**src/design/dqp_pkg.sv**
```systemverilog
// ----------------------------------------------------------------------------
// dqp_pkg: shared types and constants for the DNS query parser
// Parse phases, status codes, header offsets and the result word layout.
// ----------------------------------------------------------------------------
`default_nettype none

package dqp_pkg;

	typedef enum logic [2:0] {
		PH_HEADER = 3'd0,
		PH_LEN    = 3'd1,
		PH_LABEL  = 3'd2,
		PH_TAIL   = 3'd3,
		PH_IGNORE = 3'd4
	} phase_t;

	typedef enum logic [1:0] {
		ST_OK       = 2'd0,
		ST_SHORT    = 2'd1,
		ST_NOT_ONE  = 2'd2,
		ST_NAME_OVF = 2'd3
	} status_t;

	// header byte offsets
	localparam int POS_FLAGS   = 2;
	localparam int POS_QD_HI   = 4;
	localparam int POS_QD_LO   = 5;
	localparam int POS_AR_HI   = 10;
	localparam int POS_AR_LO   = 11;

	// offsets after the root byte of the question name
	localparam logic [3:0] TAIL_OPT_NAME = 4'd4;
	localparam logic [3:0] TAIL_TYPE_HI  = 4'd5;
	localparam logic [3:0] TAIL_TYPE_LO  = 4'd6;
	localparam logic [3:0] TAIL_SIZE_HI  = 4'd7;
	localparam logic [3:0] TAIL_SIZE_LO  = 4'd8;

	localparam logic [7:0] OPT_TYPE_LO  = 8'h29;
	localparam logic [7:0] UDP_SIZE_HI  = 8'h10;
	localparam logic [7:0] DOT_CHAR     = 8'h2E;
	localparam logic [9:0] NAME_LEN_RST = 10'd512;

	typedef struct packed {
		logic [7:0] out_byte;
		logic       name_valid;
		logic [7:0] name_char;
		logic       done_res;
		status_t    status;
	} res_t;

endpackage

`default_nettype wire

```
**src/design/dqp_front.sv**
```systemverilog
// ----------------------------------------------------------------------------
// dqp_front: byte classifier and parse state
// Tracks header, label walk and EDNS0 tail; builds one result word per byte.
// ----------------------------------------------------------------------------
`default_nettype none

module dqp_front import dqp_pkg::*; #(
	parameter int MAX_MESSAGE_BYTES = 1024
) (
	input  wire logic       clk,
	input  wire logic       arst_n,
	input  wire logic       cfg_we,
	input  wire logic [9:0] cfg_wdata,
	input  wire logic       in_fire,
	input  wire logic [7:0] in_byte,
	input  wire logic       in_last,
	output res_t            res
);

	localparam int POS_W = $clog2(MAX_MESSAGE_BYTES + 1);
	localparam logic [POS_W-1:0] POS_MAX = POS_W'(MAX_MESSAGE_BYTES);

	logic [9:0]       max_len_q;
	logic [POS_W-1:0] pos_q, pos_d;
	phase_t           phase_q, phase_d;
	logic [7:0]       lbl_left_q, lbl_left_d;
	logic [9:0]       used_q, used_d;
	logic             hdr_bad_q, hdr_bad_d;
	logic             ar_q, ar_d;
	logic [3:0]       tail_q, tail_d;
	logic             opt_q, opt_d;
	logic             bump_q, bump_d;
	logic             ovf_q, ovf_d;
	logic [10:0]      len_sum;
	logic [7:0]       lbl_dec;

	assign len_sum = {1'b0, used_q} + {3'b0, in_byte} + 11'd1;
	assign lbl_dec = lbl_left_q - 8'd1;

	always_comb begin
		pos_d      = pos_q;
		phase_d    = phase_q;
		lbl_left_d = lbl_left_q;
		used_d     = used_q;
		hdr_bad_d  = hdr_bad_q;
		ar_d       = ar_q;
		tail_d     = tail_q;
		opt_d      = opt_q;
		bump_d     = bump_q;
		ovf_d      = ovf_q;
		res.out_byte   = in_byte;
		res.name_valid = 1'b0;
		res.name_char  = 8'h00;
		res.done_res   = 1'b0;
		res.status     = ST_OK;

		if (pos_q < POS_MAX) begin
			unique case (phase_q)
				PH_HEADER: begin
					if (pos_q == POS_W'(POS_FLAGS) && in_byte[7]) hdr_bad_d = 1'b1;
					if (pos_q == POS_W'(POS_QD_HI) && in_byte != 8'd0) hdr_bad_d = 1'b1;
					if (pos_q == POS_W'(POS_QD_LO) && in_byte != 8'd1) hdr_bad_d = 1'b1;
					if ((pos_q == POS_W'(POS_AR_HI) || pos_q == POS_W'(POS_AR_LO))
							&& in_byte != 8'd0) ar_d = 1'b1;
					if (pos_q == POS_W'(POS_AR_LO)) phase_d = hdr_bad_q ? PH_IGNORE : PH_LEN;
				end
				PH_LEN: begin
					// dot closing the previous label rides on this byte
					if (used_q != 10'd0) begin
						res.name_valid = 1'b1;
						res.name_char  = DOT_CHAR;
					end
					if (in_byte == 8'd0) begin
						phase_d = PH_TAIL;
						tail_d  = 4'd0;
					end else if (len_sum > {1'b0, max_len_q}) begin
						ovf_d   = 1'b1;
						phase_d = PH_IGNORE;
					end else begin
						used_d     = len_sum[9:0];
						lbl_left_d = in_byte;
						phase_d    = PH_LABEL;
					end
				end
				PH_LABEL: begin
					res.name_valid = 1'b1;
					res.name_char  = in_byte;
					lbl_left_d     = lbl_dec;
					if (lbl_dec == 8'd0) phase_d = PH_LEN;
				end
				PH_TAIL: begin
					unique case (tail_q)
						TAIL_OPT_NAME: opt_d = ar_q && in_byte == 8'd0;
						TAIL_TYPE_HI:  if (in_byte != 8'd0) opt_d = 1'b0;
						TAIL_TYPE_LO:  if (in_byte != OPT_TYPE_LO) opt_d = 1'b0;
						TAIL_SIZE_HI: begin
							if (opt_q && !in_last && in_byte < UDP_SIZE_HI) begin
								res.out_byte = UDP_SIZE_HI;
								bump_d       = 1'b1;
							end
						end
						TAIL_SIZE_LO: begin
							if (bump_q) res.out_byte = 8'h00;
							phase_d = PH_IGNORE;
						end
						default: ;
					endcase
					tail_d = tail_q + 4'd1;
				end
				default: ;
			endcase
			pos_d = pos_q + POS_W'(1);
		end

		if (in_last) begin
			res.done_res = 1'b1;
			if (pos_q < POS_W'(POS_AR_LO)) res.status = ST_SHORT;
			else if (hdr_bad_q)            res.status = ST_NOT_ONE;
			else if (ovf_q)                res.status = ST_NAME_OVF;
			else                           res.status = ST_OK;
			pos_d      = '0;
			phase_d    = PH_HEADER;
			lbl_left_d = '0;
			used_d     = '0;
			hdr_bad_d  = 1'b0;
			ar_d       = 1'b0;
			tail_d     = '0;
			opt_d      = 1'b0;
			bump_d     = 1'b0;
			ovf_d      = 1'b0;
		end
	end

	always_ff @(posedge clk or negedge arst_n) begin
		if (!arst_n) begin
			max_len_q  <= NAME_LEN_RST;
			pos_q      <= '0;
			phase_q    <= PH_HEADER;
			lbl_left_q <= '0;
			used_q     <= '0;
			hdr_bad_q  <= 1'b0;
			ar_q       <= 1'b0;
			tail_q     <= '0;
			opt_q      <= 1'b0;
			bump_q     <= 1'b0;
			ovf_q      <= 1'b0;
		end else begin
			if (cfg_we) max_len_q <= cfg_wdata;
			if (in_fire) begin
				pos_q      <= pos_d;
				phase_q    <= phase_d;
				lbl_left_q <= lbl_left_d;
				used_q     <= used_d;
				hdr_bad_q  <= hdr_bad_d;
				ar_q       <= ar_d;
				tail_q     <= tail_d;
				opt_q      <= opt_d;
				bump_q     <= bump_d;
				ovf_q      <= ovf_d;
			end
		end
	end

endmodule

`default_nettype wire

```
**src/design/dqp_queue.sv**
```systemverilog
// ----------------------------------------------------------------------------
// dqp_queue: two-entry result queue
// Decouples the parser from the output; the head entry drives the output.
// ----------------------------------------------------------------------------
`default_nettype none

module dqp_queue import dqp_pkg::*; (
	input  wire logic clk,
	input  wire logic arst_n,
	input  wire logic push,
	input  wire res_t push_data,
	output logic      not_full,
	output logic      not_empty,
	input  wire logic pop,
	output res_t      head
);

	res_t       mem_q [2];
	logic       wr_ptr_q;
	logic       rd_ptr_q;
	logic [1:0] count_q;

	assign not_full  = count_q != 2'd2;
	assign not_empty = count_q != 2'd0;
	assign head      = mem_q[rd_ptr_q];

	always_ff @(posedge clk) begin
		if (push) mem_q[wr_ptr_q] <= push_data;
	end

	always_ff @(posedge clk or negedge arst_n) begin
		if (!arst_n) begin
			wr_ptr_q <= 1'b0;
			rd_ptr_q <= 1'b0;
			count_q  <= 2'd0;
		end else begin
			if (push) wr_ptr_q <= ~wr_ptr_q;
			if (pop)  rd_ptr_q <= ~rd_ptr_q;
			count_q <= count_q + {1'b0, push} - {1'b0, pop};
		end
	end

endmodule

`default_nettype wire

```
**src/design/dns_query_parser.sv**
```systemverilog
// ----------------------------------------------------------------------------
// dns_query_parser: DNS query header check, name walk and EDNS0 size fix-up
// Passes each query byte on, emits the dotted question name, raises a small
// EDNS0 UDP buffer size to 4096 and reports a status on the last byte.
// ----------------------------------------------------------------------------
//
//  channel  | dir | tdata (low bit up)                 | tuser      | tlast
//  ---------+-----+------------------------------------+------------+----------
//  s_axis   | in  | data_byte[7:0]                     | -          | last_byte
//  m_axis   | out | out_byte, name_char, status, pad   | name_valid | done_res
//  cfg      | in  | cfg_wdata = max_name_length[9:0]   | -          | -
//
//  One word in gives exactly one word out. A word is parsed in the cycle it
//  is accepted and lands in a two-entry queue; the queue head is the output,
//  and the sustained rate is one word per clock while m_axis_tready is high.
//  s_axis_tready drops only while both queue entries are occupied.
//  Reset clears all parse state and sets max_name_length to 512.
// ----------------------------------------------------------------------------
`default_nettype none

module dns_query_parser import dqp_pkg::*; #(
	parameter int MAX_MESSAGE_BYTES = 1024
) (
	input  wire logic        clk,
	input  wire logic        arst_n,
	// config
	input  wire logic        cfg_we,
	input  wire logic [9:0]  cfg_wdata,     // max_name_length
	// input stream
	input  wire logic        s_axis_tvalid,
	output logic             s_axis_tready,
	input  wire logic [7:0]  s_axis_tdata,  // [7:0] data_byte
	input  wire logic        s_axis_tlast,  // last_byte
	// output stream
	output logic             m_axis_tvalid,
	input  wire logic        m_axis_tready,
	output logic [23:0]      m_axis_tdata,  // [7:0] out_byte, [15:8] name_char,
	                                        // [17:16] status, [23:18] zero
	output logic             m_axis_tuser,  // name_valid
	output logic             m_axis_tlast   // done_res
);

	logic in_fire;
	logic out_fire;
	logic q_not_full;
	logic q_not_empty;
	res_t front_res;
	res_t q_head;

	assign s_axis_tready = q_not_full;
	assign in_fire       = s_axis_tvalid && q_not_full;
	assign m_axis_tvalid = q_not_empty;
	assign out_fire      = q_not_empty && m_axis_tready;

	// front: header check, label walk, OPT record rewrite
	dqp_front #(
		.MAX_MESSAGE_BYTES(MAX_MESSAGE_BYTES)
	) u_front (
		.clk      (clk),
		.arst_n   (arst_n),
		.cfg_we   (cfg_we),
		.cfg_wdata(cfg_wdata),
		.in_fire  (in_fire),
		.in_byte  (s_axis_tdata),
		.in_last  (s_axis_tlast),
		.res      (front_res)
	);

	// back: result queue, head is presented on m_axis
	dqp_queue u_queue (
		.clk      (clk),
		.arst_n   (arst_n),
		.push     (in_fire),
		.push_data(front_res),
		.not_full (q_not_full),
		.not_empty(q_not_empty),
		.pop      (out_fire),
		.head     (q_head)
	);

	assign m_axis_tdata = {6'd0, q_head.status, q_head.name_char, q_head.out_byte};
	assign m_axis_tuser = q_head.name_valid;
	assign m_axis_tlast = q_head.done_res;

	// status is only reported on the closing word
	a_status_on_done: assert property (@(posedge clk) disable iff (!arst_n)
		m_axis_tvalid && !m_axis_tlast |-> m_axis_tdata[17:16] == 2'd0)
		else $error("status set on a non-final word");

	// name_char is zero when no name character is flagged
	a_char_idle: assert property (@(posedge clk) disable iff (!arst_n)
		m_axis_tvalid && !m_axis_tuser |-> m_axis_tdata[15:8] == 8'd0)
		else $error("name_char set without name_valid");

	// input backpressure only when results are waiting
	a_stall_cause: assert property (@(posedge clk) disable iff (!arst_n)
		!s_axis_tready |-> m_axis_tvalid)
		else $error("input stalled with empty queue");

	// a word accepted into an empty queue shows on the output next cycle
	a_latency: assert property (@(posedge clk) disable iff (!arst_n)
		in_fire && !m_axis_tvalid |=> m_axis_tvalid)
		else $error("accepted word did not reach the output");

endmodule

`default_nettype wire
```
**config.mk**
```make
export PLATFORM = sky130hd
export DESIGN_NAME = dns_query_parser
export DESIGN_NICKNAME = d
export VERILOG_FILES = /design/src/design/dqp_pkg.sv /design/src/design/dqp_front.sv /design/src/design/dqp_queue.sv /design/src/design/dns_query_parser.sv
export SDC_FILE = /design/constraint.sdc
export NUM_CORES = 1
export LEC_CHECK = 0
export ABC_AREA = 1
export BUFFER_PORTS_ARGS = -buffer_cell sky130_fd_sc_hd__buf_2
export CORE_MARGIN = 2
export CORE_UTILIZATION = 62
export DETAILED_ROUTE_END_ITERATION = 7
export GPL_TIMING_DRIVEN = 1
export PLACE_DENSITY = 0.83
export SLEW_MARGIN = 30
export SYNTH_ARGS = -nofsm -noshare
export SYNTH_HDL_FRONTEND = slang
export SYNTH_SLANG_ARGS = --single-unit
```
**constraint.sdc**
```tcl
create_clock -name clk -period 7.9 [get_ports clk]
set_input_delay 1.58 -clock clk [delete_from_list [all_inputs] [get_ports clk]]
set_output_delay 1.58 -clock clk [all_outputs]
set_load 0.05 [all_outputs]
```
==> flow_summary.json <==
{
  "status": "finished clean",
  "syn2layout_area_growth_pct": 9.53,
  "synth_mux_area_frac": 0.00207,
  "cts_resized": 0,
  "critPathMaxStageDelay_ps": 400,
  "netSwitchingFraction": 0.447,
  "fin_nets": 758,
  "hold_buffers": 0,
  "antennaDiodeCount": 0,
  "dpl.hpwl_mm": 8.54,
  "finalSetupTns_ps": 0,
  "intPower_w": 0.000954,
  "endpoint_kind": "flop",
  "p_seq_frac": 0.397,
  "ys.flop_type": "dfrtp_1",
  "crit_top_cell": "nand2_1",
  "leakagePower_nw": 2.91,
  "place_inst": 800,
  "synth_compound_area_frac": 0.0895,
  "antenna_found_initial": 0,
  "avgSynthCellArea_um2": 8.33,
  "postCtsSetupBuffers": 0,
  "drt_iter0_drc": 305,
  "ff_latch_area_um2": 2580,
  "hold_path_class": "flop to flop",
  "grt_max_degree": 56,
  "vias_per_cell": 5.58,
  "synthAdderAreaFrac": 0.0725,
  "numCtsBuffers": 9,
  "maxCapViolCount": 0,
  "drc": 0,
  "hold_violations": 0,
  "dpl-instance-area_um2": 5770,
  "comb_power_share": 0.413,
  "gp_congestion": 0.942,
  "synth-xor-area-share": 0.0289,
  "gr-total-overflow": 0,
  "drt_pass1_iterations": 7,
  "multi_input_area_um2": 2460,
  "cts_tree": "done",
  "grt_pass1_vias": 4350,
  "critPathSlowestCell": "fa_1",
  "cp.required_ps": 8200,
  "synth_top_family_by_area": "simple AND/OR/NAND/NOR gates",
  "design_area_um2": 5970,
  "pre_cts_ws_ps": 3310,
  "drive_gt1_frac": 0.134,
  "clk_pin_slew_ps": 90,
  "stdcell_count": 816,
  "critPathKind": "input port to flop",
  "setup_ws_ps": 3650,
  "synthesis.area_um2": 5450,
  "p_sw_w": 0.000771,
  "start_kind": "input port",
  "fin_hold_ws_ps": 497,
  "max_slew.worst_pin.slew_ps": 704,
  "clkSinkCount": 95,
  "coreArea_um2": 8640,
  "period_share": 0.538,
  "ys_async_sr_fraction": 0.579,
  "crit_chain": "buf_2 > inv_1 > ha_1 > inv_1 > fa_1 > nand3_1 > nand3_1 > a21oi_2 > xnor2_1 > ha_1 > nand2_1 > inv_1 > a21oi_1 > nand2_1 > nand2_1 > nand2_1 > nand2_1 > nand2_1 > nand2_1 > nand2_2 > nor3_4 > nand2_1 > nand2_1",
  "fp.dieW_um": 97.8,
  "min_period_ps": 4250,
  "yosysSeqAreaShare": 0.473,
  "clockBufferDepth": 2,
  "die-area_um2": 9560,
  "synth_edf_count": 40,
  "htreeDepth": 3,
  "worst_ep_arrival_time_ps": 4540,
  "setup_viol": 0,
  "ir_worst_vdd_mv": 0.137,
  "wire_per_inst_um": 14.2,
  "final_antenna_net_count": 0,
  "final_common_cell": "nand2_1",
  "synth.distinct_cells": 44,
  "clk_latency_ps": 360,
  "report.final.slew_viol_count": 0,
  "start_util": 0.631,
  "pwr-share-clk": 0.190,
  "max-slew-margin-rel": 0.527,
  "rows": 34,
  "pwr_density_cell_nw_per_um2": 289,
  "grt_pass1_wl_mm": 19.6,
  "die_h_um": 97.8,
  "syn_inst": 654,
  "via_count": 4553,
  "synth-simple-area-share": 0.255,
  "grt.total_usage": 0.253,
  "num-fill-cells": 684,
  "rsz0062_at_grt": "no",
  "finClkSkew_ps": 8.85,
  "ios": 52,
  "cts_root_buffer": "clkbuf_8",
  "ys_ff_latch": 95,
  "port_buffers": 45,
  "crit_fanout": 10,
  "final_cell_mix": "191 x nand2_1, 83 x inv_1, 54 x dfrtp_1, 49 x nor2_1, 45 x buf_2",
  "ys_warn_count": 0,
  "drt_wl_total_mm": 11.6,
  "max_freq_mhz": 235
}
power groups by stage:
stage	registers (W)	logic, W	clock network [W]
floorplan	0.000669	0.000561	0
CTS	0.000684	0.000713	0.000333
global placement	0.000689	0.000686	0
finish	0.000685	0.000712	0.000329
global route	0.000696	0.000776	0.000355
detailed placement	0.000694	0.000706	0
state kept, by name (all words and copies together), names as in the netlist:
signal              count
u_front.tail_q          4
u_front.hdr_bad_q       1
u_front.lbl_left_q      8
u_queue.wr_ptr_q        1
u_front.ar_q            1
u_front.opt_q           1
u_front.ovf_q           1
u_front.phase_q         3
u_queue.rd_ptr_q        1
u_queue.count_q         2
u_front.pos_q          11
u_front.bump_q          1
u_queue.mem_q          40
u_front.used_q         10
u_front.max_len_q      10
worst paths after layout:
path | startpoint | endpoint | slack, ps | cells after the start
worst max-delay path | s_axis_tdata[0] | u_front.used_q[8]$_DFFE_PN0P_ | 3650 | 23
worst min-delay path | u_front.max_len_q[9]$_DFFE_PN1P_ | u_front.max_len_q[9]$_DFFE_PN1P_ | 500 | 2
worst max register to register | u_front.used_q[0]$_DFFE_PN0P_ | u_front.used_q[8]$_DFFE_PN0P_ | 4620 | 22
worst min register to register | u_front.max_len_q[9]$_DFFE_PN1P_ | u_front.max_len_q[9]$_DFFE_PN1P_ | 500 | 2
max in group asynchronous | arst_n | u_front.used_q[7]$_DFFE_PN0P_ | 6090 | 2
min in group asynchronous | arst_n | u_front.pos_q[6]$_DFFE_PN0P_ | 1340 | 2
layer usage:
| metal | routed length (µm) | track usage |
|---|---|---|
| met5 | 0 | 0 |
| met4 | 352 | 0.0983 |
| met2 | 5610 | 0.424 |
| met3 | 688 | 0.0451 |
| met1 | 4950 | 0.330 |
metrics by stage:
step,util,power [W]
2_1_floorplan,-,0.00123
3_3_place_gp,0.668,0.00137
3_5_place_dp,0.668,0.00140
4_1_cts,0.691,0.00173
5_1_grt,0.691,0.00183
6_report,0.691,0.00173
cell usage after synthesis (2+ instances only):
master	instances	area, µm²
edfxtp_1	40	1200
nand2_2	6	37.5
dfrtp_1	54	1350
o31ai_1	2	15.0
ha_1	30	375
buf_4	7	52.6
nor2_2	2	12.5
nand2_4	2	22.5
a211oi_1	2	15.0
o21ai_0	33	165
nand4_1	7	43.8
xor2_1	11	96.3
buf_2	2	10.0
o21ai_2	2	17.5
xnor2_1	7	61.3
nor2_1	49	184
inv_1	83	312
clkbuf_1	6	22.5
a21oi_2	2	17.5
nor2_4	4	45.0
inv_2	4	15.0
nand2_1	191	717
o211ai_1	4	30.0
a21oi_1	29	145
nand3_1	34	170
nor3_1	14	70.1
o21ai_1	4	20.0
nor4_1	7	43.8
kinds of logic (layout without fill, tap and decap cells):
| logic type | Yosys count | after routing |
|---|---|---|
| buf+inv | 104 | 153 |
| flops | 95 | 95 |
| fa+ha+maj | 31 | 31 |
| compound gates | 84 | 84 |
| xor+xnor | 18 | 18 |
| mux | 1 | 1 |
| simple gates | 320 | 320 |
| other cells | 1 | 6 |
final cells by class:
class,count,area share
Sequential cell,95,0.432
Multi-Input combinational cell,460,0.413
Inverter,89,0.0572
Timing Repair Buffer,48,0.0415
Tap cell,108,0.0226
Clock buffer,9,0.0208
Clock inverter,7,0.0132
worst max-delay path: cells and delay by family:
family	cells	cell delay (ps)
fa+ha+maj	3	870
buf+inv	4	340
compound gates	2	330
xor+xnor	1	170
simple gates	13	1270
Note: power is estimated with default switching activity, not from simulation.
